--- config.mk ---
export PLATFORM = sky130hd
export DESIGN_NAME = bpe_front
export DESIGN_NICKNAME = d
export VERILOG_FILES = /design/src/bpe_pkg.sv /design/src/bpe_front.sv
export SDC_FILE = /design/constraint.sdc
export NUM_CORES = 1
export LEC_CHECK = 0
export ABC_AREA = 1
export ABC_CLOCK_PERIOD_IN_PS = 1500
export BUFFER_PORTS_ARGS = -buffer_cell sky130_fd_sc_hd__clkbuf_2
export CORE_MARGIN = 2
export CORE_UTILIZATION = 28
export DETAILED_ROUTE_END_ITERATION = 10
export PLACE_DENSITY = 0.86
export SLEW_MARGIN = 5
export SYNTH_ARGS = -nofsm -noshare
export SYNTH_HDL_FRONTEND = slang
export SYNTH_SLANG_ARGS = --single-unit
--- constraint.sdc ---
create_clock -name vclk -period 1.5
set_clock_uncertainty 0.05 [all_clocks]
set_input_delay 0.15 -clock vclk [all_inputs]
set_output_delay 0.15 -clock vclk [all_outputs]
set_load 0.005 [all_outputs]
--- src/bpe_pkg.sv ---
// shared types, constants and helper functions of the bezier point evaluator
package bpe_pkg;

	localparam int DEGREE      = 7;
	localparam int SEGMENTS    = 16;
	localparam int AXES        = 3;
	localparam int NPTS        = DEGREE + 1;
	localparam int STORE_DEPTH = SEGMENTS * AXES * NPTS;
	localparam int ADDR_W      = $clog2(STORE_DEPTH);
	localparam int J_W         = (NPTS > 1) ? $clog2(NPTS) : 1;
	localparam int BINOM_W     = 16;
	localparam int T_W         = 17;
	localparam int COORD_W     = 32;
	localparam int POW_W       = 2 * T_W;
	localparam int PP_W        = POW_W + BINOM_W;
	localparam int PROD_W      = COORD_W + T_W + 1;
	localparam int ACC_W       = PROD_W + J_W + 1;
	localparam int QDEPTH      = 4;
	localparam int QPTR_W      = $clog2(QDEPTH);

	localparam logic [T_W-1:0] ONE_Q16 = T_W'(65536);

	typedef enum logic [1:0] {
		CMD_WR   = 2'd0,
		CMD_EVAL = 2'd1,
		CMD_ZERO = 2'd2
	} cmd_kind_t;

	typedef struct packed {
		cmd_kind_t           kind;
		logic [ADDR_W-1:0]   addr;
		logic [COORD_W-1:0]  data;
		logic [T_W-1:0]      t;
	} cmd_t;

	typedef logic [BINOM_W-1:0] binom_tbl_t [NPTS];

	function automatic binom_tbl_t binom_row();
		binom_tbl_t row;
		int n;
		int k;
		for (k = 0; k < NPTS; k++) row[k] = '0;
		row[0] = BINOM_W'(1);
		for (n = 1; n <= DEGREE; n++) begin
			for (k = n; k >= 1; k--) row[k] = row[k] + row[k-1];
		end
		return row;
	endfunction

	localparam binom_tbl_t BINOM = binom_row();

endpackage

--- src/bpe_front.sv ---
// front end: takes input transactions, checks addresses and builds queue commands
module bpe_front import bpe_pkg::*; (
	input  logic                mode,
	input  logic [3:0]          segment,
	input  logic [1:0]          axis,
	input  logic [2:0]          point_index,
	input  logic [COORD_W-1:0]  coord_value,
	input  logic [T_W-1:0]      param_t,
	output logic                push_ok,
	output cmd_t                cmd
);

	logic seg_ok;
	logic wr_ok;
	logic [ADDR_W-1:0] row_base;

	assign seg_ok   = 32'(segment) < SEGMENTS;
	assign wr_ok    = seg_ok && (32'(axis) < AXES) && (32'(point_index) <= DEGREE);
	assign row_base = ADDR_W'((32'(segment) * AXES + (mode ? 32'd0 : 32'(axis))) * NPTS);

	always_comb begin
		cmd.data = coord_value;
		cmd.t    = (param_t > ONE_Q16) ? ONE_Q16 : param_t;
		if (!mode) begin
			cmd.kind = CMD_WR;
			cmd.addr = row_base + ADDR_W'(point_index);
			push_ok  = wr_ok;
		end else begin
			cmd.kind = seg_ok ? CMD_EVAL : CMD_ZERO;
			cmd.addr = row_base;
			push_ok  = 1'b1;
		end
	end

endmodule

# == Word level (Yosys, flattened, before mapping) ==
# Cells that the tools add are included.
# classes
n_addsub,2
multipliers,1
order_cmp,2
mux,4
# op_table
operator,n
17-bit greater-than comparator (second input constant),1
17-bit two-way mux,1
10-bit two-way mux,1
9-bit by 3-bit adder with 9-bit output,1
6-bit by 2-bit adder with 6-bit output,1
4-bit by 2-bit multiplier with 6-bit output (second input constant),1
2-bit less-than comparator (second input constant),1
2-bit two-way mux,1
1-bit two-way mux,1
# word_totals
reg_bits,0
inputBits,59
output_inout_bits,61
word_cells,9

# == Longest topological paths before layout ==
# depth
ltp_word,4
mapped_depth,8
mapped_depth_nobuf,8

# == Least setup slack after synthesis ==
# OpenSTA, ideal clock, no wires.
# synth_path
kind,in2out
start,input mode
end,output cmd[57] (netlist bit)
arrival_ps,1524
required_time_ps,1300
path_slack_ps,-224
cell_stages,8
path_buffers,0
path_cell_list,inv_1 > nand2_1 > fa_1 > inv_1 > ha_1 > inv_1 > fa_1 > o21ai_0
# synth_rtl
element,line,source
from (decl),bpe_front.sv:3,"input logic mode,"
to (decl),bpe_front.sv:10,output cmd_t cmd

==> impl_results.md <==
* Pint at 143 uW
* DR WL/cell at ~9.4 um
* Pins Over Slew Limit at 0
* Final setup viols at 4
* Overflow after GRT at 0
* First-pass GRT wire length at 2430 um
* Design Area, Final at 941 um^2
* Leakage power at just over 0.0006 uW
* Required @ worst endpoint at around 1.3 ns
* CP Capture Type: output port
* Startpoint Class: primary input
* Violated checks: negative setup slack
* Ant diodes at 0
* Comb pwr share at between 90% and 100%
* Total number of vias at ~750
* Min-delay worst type: primary input to output port
* Syn_area_per_cell at 6.46 um^2
* Share of cells above drive strength 1 at between 50% and 60%
* Pre-antenna DRT Iters at 3
* Ranking of synthesized cells by area: buf_4 32%, inv_1 14%, ha_1 11%
* Die area at around 0.0033 mm^2
* NetSw at approximately 130 uW
* RSZ-0062 raised after global routing: yes
* Crit share post-route at 126%
* Setup_tns at -1.36 ns
* DR vias/cell at between 4 and 5
* Worst setup path category: primary input to output port
* Number of cell rows at 19
* Fmax at ~0.53 GHz
* Largest net degree at the start of global routing at 18
* Initial antenna violation count at 0
* Dominant cell type by area after synthesis: buf_4
* RePlAce Congestion at 0.641
* Fillers at a little under 300
* Area Growth Syn to Fin at 18.4%
* Pre-CTS setup slack at -0.444 ns
* Maximum vdd drop at between 0.15 and 0.2 mV
* Vias in the first global route at between 600 and 700
* Detailed Place HPWL at about 1400 um
* Worst setup margin at -0.386 ns
* Tmin final at between 1.5 and 2 ns
* Gr usage total at between 8 and 9%
* Top-area cell type share of the netlist area at 32.1%
* WL final at roughly 1700 um
* Die X at ~57 um
* Area of the multi-input gates at between 400 and 500 um^2
* Reg power frac at 0%
* PD cells at 290 mW/mm^2
* Syn_nets at about 190
* Mapped cell area at roughly 800 um^2
* Post-synthesis instance total at 123
* Max cap viols at 0
* Core ar. at between 0.002 and 0.003 mm^2
* Initial DRC count at 17
* Antenna viol nets, final at 0
* Reg area at 0 um^2
* Initial core utilization at about 29%
* Die height at 57.3 um
* Clkbuf count at 0
* Sw frac at between 40% and 50%
* Hold Worst Slack at 0.250 ns
* # DRC at 0
* Outcome: finished, violations left
* Nets@finish at ~220
* Clk pwr share at 0%
* Sequential area share after synthesis at 0%
* CP Max Fanout at 2
* Cell variety after synth at 19
* Boundary pin count at 120
* YS warnings at 0
* IO buf count at 55
* Final hold vios at 0
* DP Area at slightly below 900 um^2
* Critical Path AT at about 1.7 ns
* Flip-flop and latch count at 0
power groups by stage:
stage / Sequential [uW] / Clock [uW] / Combinational, uW
global placement: 0 / 0 / 248
detailed placement: 0 / 0 / 254
global route: 0 / 0 / 310
CTS: 0 / 0 / 266
finish: 0 / 0 / 273
floorplan: 0 / 0 / 203
synthesized netlist by cell type:
cell,number
conb_1,1
inv_1,30
nand2_1,8
nand3_1,1
buf_4,34
a21oi_2,9
clkbuf_1,1
xnor2_1,1
ha_1,7
buf_2,2
xor2_1,1
nand2_4,1
fa_1,2
nor2_2,2
o21ai_0,1
a21oi_1,8
nor2_1,12
buf_12,1
a21oi_4,1
worst max-delay path, stage by stage:
cell	delay (ns)
clkbuf_16	0.13
clkinv_8	0.04
nand2_4	0.03
fa_1	0.46
inv_2	0.08
ha_4	0.12
inv_2	0.03
fa_2	0.52
inv_2	0.03
clkbuf_2	0.10
layout make-up:
type / count / area share (%)
multi-input combinational: 55 / 45.7
inverter: 30 / 13.3
tap: 31 / 4.12
timing repair buffer: 61 / 36.8
path summary, 6_finish.rpt:
check	from	slack, ns	cells past startpoint	endpoint
max	mode	-0.39	10	cmd[54]
min	coord_value[7]	0.25	0	cmd[24]
placed cells by master (no fill, tap or decap), types with 2 or more instances in the layout:
cell	instances
nor2_1	12
clkbuf_2	51
buf_4	6
nor2_2	2
inv_2	4
inv_1	25
nand2_1	6
a21oi_2	9
buf_2	2
ha_1	6
nand2_4	2
a21oi_1	8
stage by stage:
step	cells	power [uW]	utilization [%]
after floorplan	123	203	-
after global placement	176	248	32.2
after detailed placement	176	254	32.2
after CTS	177	266	33.4
after global routing	177	310	34.4
final	177	273	34.4
timing repair:
| item | 4_1_cts | 5_1_grt |
|---|---|---|
| pin swaps | 2 | 0 |
| gates resized for setup | 4 | 8 |
| endpoints found under the setup margin | 5 | 5 |
| buffers inserted | 1 | 0 |
| hold buffers | 0 | 0 |
per-layer routing:
| layer | wire (um) | track usage (%) |
|---|---|---|
| met2 | 801 | 17.9 |
| met1 | 566 | 8.69 |
| met4 | 29 | 2.33 |
| met5 | 0 | 0 |
| met3 | 257 | 2.49 |
cells by family after synthesis:
logic type	share of synthesized area, %
buffers and inverters	50.6
AND/OR/NAND/NOR	13.1
AO/OA/AOI/OAI	17.6
adder cells (fa/ha/maj)	16.1
XOR/XNOR	2.21
other	0.472
Power figures use the tool's default switching activity.
