<file path="src/bpe_pkg.sv">
// shared types, constants and helper functions of the bezier point evaluator
package bpe_pkg;

	localparam int DEGREE      = 7;
	localparam int SEGMENTS    = 16;
	localparam int AXES        = 3;
	localparam int NPTS        = DEGREE + 1;
	localparam int STORE_DEPTH = SEGMENTS * AXES * NPTS;
	localparam int ADDR_W      = $clog2(STORE_DEPTH);
	localparam int J_W         = (NPTS > 1) ? $clog2(NPTS) : 1;
	localparam int BINOM_W     = 16;
	localparam int T_W         = 17;
	localparam int COORD_W     = 32;
	localparam int POW_W       = 2 * T_W;
	localparam int PP_W        = POW_W + BINOM_W;
	localparam int PROD_W      = COORD_W + T_W + 1;
	localparam int ACC_W       = PROD_W + J_W + 1;
	localparam int QDEPTH      = 4;
	localparam int QPTR_W      = $clog2(QDEPTH);

	localparam logic [T_W-1:0] ONE_Q16 = T_W'(65536);

	typedef enum logic [1:0] {
		CMD_WR   = 2'd0,
		CMD_EVAL = 2'd1,
		CMD_ZERO = 2'd2
	} cmd_kind_t;

	typedef struct packed {
		cmd_kind_t           kind;
		logic [ADDR_W-1:0]   addr;
		logic [COORD_W-1:0]  data;
		logic [T_W-1:0]      t;
	} cmd_t;

	typedef logic [BINOM_W-1:0] binom_tbl_t [NPTS];

	function automatic binom_tbl_t binom_row();
		binom_tbl_t row;
		int n;
		int k;
		for (k = 0; k < NPTS; k++) row[k] = '0;
		row[0] = BINOM_W'(1);
		for (n = 1; n <= DEGREE; n++) begin
			for (k = n; k >= 1; k--) row[k] = row[k] + row[k-1];
		end
		return row;
	endfunction

	localparam binom_tbl_t BINOM = binom_row();

endpackage

</file>
<file path="src/bpe_queue.sv">
// small command queue between the front end and the evaluation engine
module bpe_queue import bpe_pkg::*; (
	input  logic             clk,
	input  logic             arst_n,
	input  logic             push,
	input  cmd_t             push_cmd,
	output logic             full,
	output logic             pop_valid,
	input  logic             pop,
	output cmd_t             pop_cmd,
	output logic [QPTR_W:0]  level
);

	cmd_t               entry_q [QDEPTH];
	logic [QPTR_W-1:0]  wr_ptr_q;
	logic [QPTR_W-1:0]  rd_ptr_q;
	logic [QPTR_W:0]    cnt_q;
	logic               do_push;
	logic               do_pop;

	assign full      = cnt_q == (QPTR_W+1)'(QDEPTH);
	assign pop_valid = cnt_q != '0;
	assign pop_cmd   = entry_q[rd_ptr_q];
	assign level     = cnt_q;
	assign do_push   = push && !full;
	assign do_pop    = pop && pop_valid;

	always_ff @(posedge clk or negedge arst_n) begin
		if (!arst_n) begin
			wr_ptr_q <= '0;
			rd_ptr_q <= '0;
			cnt_q    <= '0;
		end else begin
			if (do_push) wr_ptr_q <= wr_ptr_q + 1'b1;
			if (do_pop) rd_ptr_q <= rd_ptr_q + 1'b1;
			if (do_push && !do_pop) cnt_q <= cnt_q + 1'b1;
			else if (do_pop && !do_push) cnt_q <= cnt_q - 1'b1;
		end
	end

	always_ff @(posedge clk) begin
		if (do_push) entry_q[wr_ptr_q] <= push_cmd;
	end

endmodule

</file>
<file path="config.mk">
export PLATFORM = sky130hd
export DESIGN_NAME = bpe_queue
export DESIGN_NICKNAME = d
export VERILOG_FILES = /design/src/bpe_pkg.sv /design/src/bpe_queue.sv
export SDC_FILE = /design/constraint.sdc
export NUM_CORES = 1
export LEC_CHECK = 0
export CAP_MARGIN = 20
export CORE_MARGIN = 5
export CORE_UTILIZATION = 30
export CTS_BUF_LIST = sky130_fd_sc_hd__clkbuf_4
export DETAILED_ROUTE_END_ITERATION = 6
export DONT_BUFFER_PORTS = 1
export PLACE_DENSITY = 0.44
export SLEW_MARGIN = 15
export SYNTH_ARGS = -nofsm -noshare
export SYNTH_HDL_FRONTEND = slang
export SYNTH_SLANG_ARGS = --single-unit
</file>
<file path="constraint.sdc">
create_clock -name clk -period 3.6 [get_ports clk]
set_clock_uncertainty 0.1 [all_clocks]
set_input_delay 0.54 -clock clk [delete_from_list [all_inputs] [get_ports clk]]
set_output_delay 0.54 -clock clk [all_outputs]
set_load 0.01 [all_outputs]
</file>
After elaboration in Yosys (flattened, before gate mapping)
Memories as Yosys holds them, arrays and structs flattened.
Index checks and enable logic that the tools add are counted.
{"block": "op_classes", "addsub": 4, "eq_ne": 1, "n_mux": 4, "n_reduce_logical": 9}
{"op": "$mux 3", "n": 2}
{"op": "$add 2x1->2 const B", "n": 2}
{"op": "$logic_and 1x1->1", "n": 4}
{"op": "$add 3x1->3 const B", "n": 1}
{"op": "$eq 3x3->1 const B", "n": 1}
{"op": "$logic_not 1->1", "n": 3}
{"op": "$reduce_bool 3->1", "n": 1}
{"op": "$sub 3x1->3 const B", "n": 1}
{"op": "$mux 1", "n": 2}
{"op": "$reduce_bool 2->1", "n": 1}
{"block": "totals", "register_bits": 7, "ramBits": 240, "elab_cells": 22, "mem_count": 1}
{"name": "entry_q", "words": 4, "width": 60, "rd": 1, "rd_ports_with_merged_regs": 0, "wr": 1, "line_no": "bpe_queue.sv:14", "text": "cmd_t entry_q [QDEPTH];"}

Longest topological paths before layout
Gate-level depths: netlist (run 1).
{"block": "logic_depth", "word_depth": 7, "depth_mapped": 9, "depth_no_buf": 8}

Worst setup path after synthesis (run 1)
OpenSTA, ideal clock, no wires.
{"block": "synth_path", "path_kind": "flip-flop to flip-flop", "start": "register cnt_q[2] (netlist: level[2])", "end": "memory entry_q[0][0] (netlist bit) (enable)", "t_arrival_ns": 2.324, "required_ns": 3.076, "slack_ns": 0.751, "stages_incl_launch_ff": 5, "path_buffers": 1, "synth_period_minus_slack_ns": 2.849, "path_cell_list": "dfrtp_1 -> nor3b_2 -> nor2b_1 -> buf_2 -> and2_1"}
{"block": "synth_between", "elab_chain_len": 5}
{"element": "start, declared", "line_no": "bpe_queue.sv:17", "text": "logic [QPTR_W:0] cnt_q;"}
{"element": "start signal, assigned", "line_no": "bpe_queue.sv:36", "text": "if (do_push && !do_pop) cnt_q <= cnt_q + 1'b1;"}
{"element": "start signal, assigned", "line_no": "bpe_queue.sv:37", "text": "else if (do_pop && !do_push) cnt_q <= cnt_q - 1'b1;"}
{"element": "$eq 3x3->1", "line_no": "bpe_queue.sv:21", "text": "assign full = cnt_q == (QPTR_W+1)'(QDEPTH);"}
{"element": "net full", "line_no": "bpe_queue.sv:7", "text": "output logic full,"}
{"element": "$logic_not 1->1", "line_no": "bpe_queue.sv:25", "text": "assign do_push = push && !full;"}
{"element": "$logic_and 1x1->1", "line_no": "bpe_queue.sv:25"}
{"element": "net do_push", "line_no": "bpe_queue.sv:18", "text": "logic do_push;"}
{"element": "$mux 1", "line_no": "bpe_queue.sv:42", "text": "if (do_push) entry_q[wr_ptr_q] <= push_cmd;"}
{"element": "$mux 1 (implied by the code)", "line_no": "bpe_queue.sv:42"}
{"element": "end, declared", "line_no": "bpe_queue.sv:14"}
The timed path passes the listed nets, and every way through them passes these cells.

==> flow_summary.toml, run 1 <==
[outcome]
status = "complete, no violations"

[routing]
drc = 0
first_pass_iters = 4
highest_layer = "met4"
wl_met1_um = 6919
wire_per_inst_um = 19.97
vias = 4046
drtIter0Drc = 137
dr_wl_met3_um = 1615
wl_met2_um = 9396
ant_nets = 0
wl_um = 18390
vias_per_cell = 4.393

[yosys]
synth_flop_cell = "edfxtp_1"
synthTopCellsByArea = "edfxtp_1, mux4_2, dfrtp_1"
ys_warn_count = 0
syn_inst = 349
yosysMostFrequentCell = "edfxtp_1"
synth_edf_count = 240
synth.avg_cell_area_um2 = 26.21
synth_area_mm2 = 0.009146
synth_top_area_cell = "edfxtp_1"
syn_nets = 419
synth_seq_area_share_pct = 80.71
ys_ff_latch = 247
synth.top_cells.by_count = "edfxtp_1, mux4_2, buf_2, dfrtp_1, buf_12"
ys_types = 22
synth-async-reset-ratio_pct = 2.834
synth_top_area_share_pct = 78.80

[timing]
max-slew-margin-rel_pct = 34.11
rsz0062_at_grt = "no"
fmax_ghz = 0.3285
maxSlewViolCount = 0
worst_pin_slew_ps = 988.3
hold_viol = 0
fin_crit_sh_pct = 84.56
period_needed_ps = 3044
setup_viol = 0
final.setup.tns_ps = 0

[die]
die_area_mm2 = 0.03408
die_x_um = 184.6
die_height_um = 184.6
start_util_pct = 30.14
core_area_mm2 = 0.03035
rows = 64
ios = 129

[cells_and_area]
final_core_util_pct = 36.38
nets = 546
drive_gt1_share_pct = 34.29
ff_latch_area_mm2 = 0.007390
multi_input_area_mm2 = 0.001593
area_growth_pct = 20.71
fill_cells = 2818

[critical_path]
rr_startpoint = "level[2]"
required_ps = 2960
end_kind = "primary output"
rrSetupSlack_ps = 1000
start_kind = "flip-flop"
rr_worst_depth = 4
path_max_fanout = 22
worst-setup-path-type = "flip-flop to primary output"
arrival_ps = 2400
r2r_end = "entry_q[1][43]"

[placed_design]
gp_congestion = 0.6543
io_buffers = 0
dp_hpwl_um = 10900

[power_and_ir_drop]
leakage_uw = 0.003597
power_density_mw_per_mm2 = 782.7
power.total_uw = 8642
ir_worst_vdd_v = 0.0002751

[clock_tree]
ctsResizeCount = 0
clk_latency_ps = 620
cts_tree = "built"
clk_pin_slew_ps = 60
cts.sinks = 247
cts_buffers = 67
htree_levels = 3
cts_buffer_depth = 3
root_buffer = "clkbuf_4"

[global_routing]
track_usage_pct = 10.95
grt.overflow.total = 0
grt_max_degree = 62
grt_pass1_vias = 4627
antenna_found_initial = 3
grt_pass1_wl_um = 27710

[hold_path]
hp-class = "input pin to async pin"

[run]
cap_violations = 0
-- metal layers --
metal | track usage, % | up-vias
met2 | 18.43 | 145
met4 | 5.028 | 0
met1 | 12.28 | 2059
met3 | 4.322 | 47
li1 | - | 1795
met5 | 0 | -
-- layout make-up --
class,count,area share [%]
Antenna cell,3,0.06800
Sequential cell,247,66.93
Inverter,3,0.1020
Clock buffer,91,6.188
Timing Repair Buffer,73,6.596
Clock inverter,24,1.201
Multi-Input combinational cell,84,14.43
Tap cell,396,4.488
-- worst max-delay path, cell delays in order (launching register included) --
cell	delay [ps]
dfrtp_4	740
buf_4	410
mux4_2	620
-- sequential cells by signal, summed over array words and instances, names as in the netlist --
register  count
entry_q     240
rd_ptr_q      2
wr_ptr_q      2
level         3
-- how the worst max path moves through the flow --
stage | from | to | slack [ps] | cells after the start
3_5_place_dp | level[2] | entry_q[0][38] | 980 | 4
6_report | rd_ptr_q[0] | pop_cmd[19] | 560 | 2
2_1_floorplan | level[2] | entry_q[0][0] | 750 | 4
5_1_grt | rd_ptr_q[0] | pop_cmd[36] | 310 | 2
4_1_cts | rd_ptr_q[0] | pop_cmd[19] | 370 | 2
3_3_place_gp | level[2] | entry_q[0][37] | 980 | 4
-- what timing repair did --
action | CTS | global route
setup endpoints to repair | 0 | 0
endpoints found under the hold margin | 249 | 0
hold buffers | 62 | 0
setup buffers | 0 | 0
-- logic make-up (layout without fill, tap and decap cells) --
| family | Yosys count | after routing | synth area share (%) |
|---|---|---|---|
| mux | 62 | 62 | 15.14 |
| flops | 247 | 247 | 80.71 |
| buf+inv | 18 | 191 | 1.984 |
| fa+ha+maj | 6 | 6 | 0.9029 |
| other cells | 0 | 3 | 0 |
| xor+xnor | 6 | 6 | 0.5746 |
| simple gates | 10 | 10 | 0.6839 |
-- stage by stage --
stage / hold slack, ps / area, um^2 / worst slack [ps] / cells
final: 150.6 / 11040 / 555.7 / 921
after global routing: 103.1 / 11040 / 312.5 / 921
after CTS: 65.04 / 11030 / 374.7 / 918
after detailed placement: 144.6 / 9597 / 979.4 / 741
after global placement: 144.6 / 9597 / 980.7 / 741
after floorplan: 144.4 / 9146 / 751.5 / 349
-- power by group --
part	leakage, uW	total (uW)	internal (uW)	switching, uW
registers	0.00228	4190	3800	382
clock network	0.000484	2350	1250	1100
logic	0.000836	2100	952	1150
-- placed cells by master (no fill, tap or decap), drive strengths merged --
master       instances
diode                3
ha                   5
bufinv               1
buf                 11
clkinv              18
inv                  6
clkbuf              91
dfrtp                7
fa                   1
nand2                1
or3                  1
dlygate4sd3         62
xor2                 2
mux2                 2
nor2                 1
edfxtp             240
nor2b                1
xnor2                4
nand3                1
clkinvlp             2
and2                 4
mux4                60
nor3b                1
Note: power is estimated with default switching activity, not from simulation.
==> inputs of run 2 (changes only) <==
- ABC_AREA: unset -> 1
- PLACE_DENSITY: 0.44 -> 0.45
- clock period: 3.6 -> 2.7 ns (I/O delays scaled with it)
==> run 2 against run 1 <==
- clock-buffer cell count grew 10
- die area grew 13%
- combinational power grew 120%
- worst setup slack lost 380 ps
- final cell count grew 51%
- critical path depth grew 2
- core utilization grew 0.48 points
==> flow_summary.toml, run 2 <==
[hold_path]
hold_end = "entry_q[0][37]"
whs_path_depth = 1
hold_start = "push_cmd[37]"
hp-class = "input pin to flip-flop"

[yosys]
synth_edf_count = 240
synth.top_cells.by_count = "edfxtp_1, nand2_1, inv_1"
synth-async-reset-ratio_pct = 2.834
syn_inst = 760
yosysMostFrequentCell = "edfxtp_1"
synth_top_area_cell = "edfxtp_1"
ys_types = 21
ys_warn_count = 0
synth_area_mm2 = 0.01044
synth_seq_area_share_pct = 70.73
synthTopCellsByArea = "edfxtp_1, o211ai_2, nand2_1"
ys_ff_latch = 247
synth.avg_cell_area_um2 = 13.73
syn_nets = 830
synth_top_area_share_pct = 69.05
synth_flop_cell = "edfxtp_1"

[critical_path]
rrSetupSlack_ps = 740
rr_worst_depth = 6
rr_startpoint = "level[0]"
worst-setup-path-type = "flip-flop to primary output"
r2r_end = "entry_q[0][57]"
start_kind = "flip-flop"
end_kind = "primary output"
required_ps = 2190
path_max_fanout = 19
arrival_ps = 2010

[global_routing]
grt.overflow.total = 0
antenna_found_initial = 4
grt_max_degree = 63
track_usage_pct = 11.81
grt_pass1_vias = 6049
grt_pass1_wl_um = 34860

[routing]
drc = 0
drtIter0Drc = 222
vias_per_cell = 4.216
first_pass_iters = 4
vias = 5848
ant_nets = 0
wl_um = 22590
wire_per_inst_um = 16.29

[placed_design]
io_buffers = 0
gp_congestion = 0.6651
placed_cells = 1197
pre_cts_ws_ps = 735.6
dp_hpwl_um = 12020

[cells_and_area]
nets = 954
drive_gt1_share_pct = 26.24
area_growth_pct = 21.70
final_cell_mix = "edfxtp_1, nand2_1, inv_1, clkbuf_4, o211ai_2"
fill_cells = 3338
final_core_util_pct = 36.86
largest_register = "entry_q"
instances_no_fill = 1387
layout_commonest_cell = "edfxtp_1"
largest_reg_flops = 240

[die]
start_util_pct = 30.29
ios = 129
core_area_mm2 = 0.03446
die_x_um = 196.5
die_height_um = 196.5
die_area_mm2 = 0.03862
rows = 68

[power_and_ir_drop]
leakage_uw = 0.004983
power.total_uw = 13430
power_density_mw_per_mm2 = 1057
ir_worst_vdd_v = 0.0005895

[timing]
fin_crit_sh_pct = 93.33
max-slew-margin-rel_pct = 68.63
hold_viol = 0
setup_ws_ps = 180.2
period_needed_ps = 2520
setup_viol = 0
worst_pin_slew_ps = 470.5
fmax_ghz = 0.3969
maxSlewViolCount = 0
hold_slack_ps = 280.6

[outcome]
status = "complete, no violations"

[run]
cap_violations = 0

[clock_tree]
clk_latency_ps = 700
htree_levels = 3
cts_buffers = 72
cts.sinks = 247
root_buffer = "clkbuf_4"
cts_buffer_depth = 3
cts_tree = "built"
clk_pin_slew_ps = 60
==> run 2: cell types whose count changed after synthesis, moves of 6 or more <==
cell,previous run,this run
o211ai_2,0,73
nand2_1,1,171
nand2_2,0,27
mux4_2,58,0
buf_12,6,0
nand3_1,1,7
inv_1,3,133
buf_6,1,20
o211ai_1,0,47
==> run 2: cell families after synthesis <==
kind of cell	count (synthesis)	share of synthesized area, %
XOR/XNOR	1	0.08393
adder cells (fa/ha/maj)	6	0.7912
flip-flops	247	70.73
buffers and inverters	175	7.912
AO/OA/AOI/OAI	121	12.18
AND/OR/NAND/NOR	210	8.307
==> run 2: power by group <==
part	switching, uW	internal (uW)
registers	244	5050
clock network	1510	1980
logic	3160	1470
total	4920	8510
==> run 2: worst max-delay path by stage <==
| stage | start | to | slack, ps | cells past startpoint |
|---|---|---|---|---|
| after floorplan | level[1] | entry_q[0][0] | -220 | 4 |
| after global placement | rd_ptr_q[0] | pop_cmd[15] | 750 | 5 |
| after detailed placement | rd_ptr_q[0] | pop_cmd[15] | 740 | 5 |
| after CTS | rd_ptr_q[0] | pop_cmd[9] | 7 | 4 |
| after global routing | rd_ptr_q[0] | pop_cmd[12] | -3 | 4 |
| final | rd_ptr_q[0] | pop_cmd[9] | 180 | 4 |
==> run 2: final cells by class <==
cell class                 count  area [um^2]  share of cell area, %
timing repair buffer          87         1028                  8.097
clock buffer                 101        758.2                  5.969
multi-input combinational    338         2260                  17.79
tap                          455        569.3                  4.482
clock inverter                15        136.4                  1.074
sequential                   247         7390                  58.18
antenna                        6        15.01                 0.1182
inverter                     136        528.0                  4.157
timing repair inverter         2        17.52                 0.1379
==> run 2: layer usage <==
metal	share of wire, %	track usage, %
met1	42	13.21
met2	48	19.79
met3	7.5	5.470
met4	2.1	4.448
met5	0	0
==> run 2: stage by stage <==
stage / instance area [um^2] / TNS (ps)
final: 12700 / 0
after CTS: 12670 / 0
after global placement: 11050 / 0
after floorplan: 10450 / -53220
after detailed placement: 11050 / 0
after global routing: 12700 / -3.996
==> run 2: worst max-delay path: stages (launching register included) <==
cell and delay, ps:
dfrtp_4 550, inv_16 160, bufbuf_16 340, o211ai_1 90, nand2_1 150
==> run 2: repair_timing <==
| action | in CTS | in global routing |
|---|---|---|
| cloned | 3 | 0 |
| gates resized for setup | 8 | 0 |
| endpoints found under the hold margin | 253 | 0 |
| setup endpoints to repair | 51 | 21 |
| hold buffers | 64 | 0 |
| setup buffers | 0 | 1 |
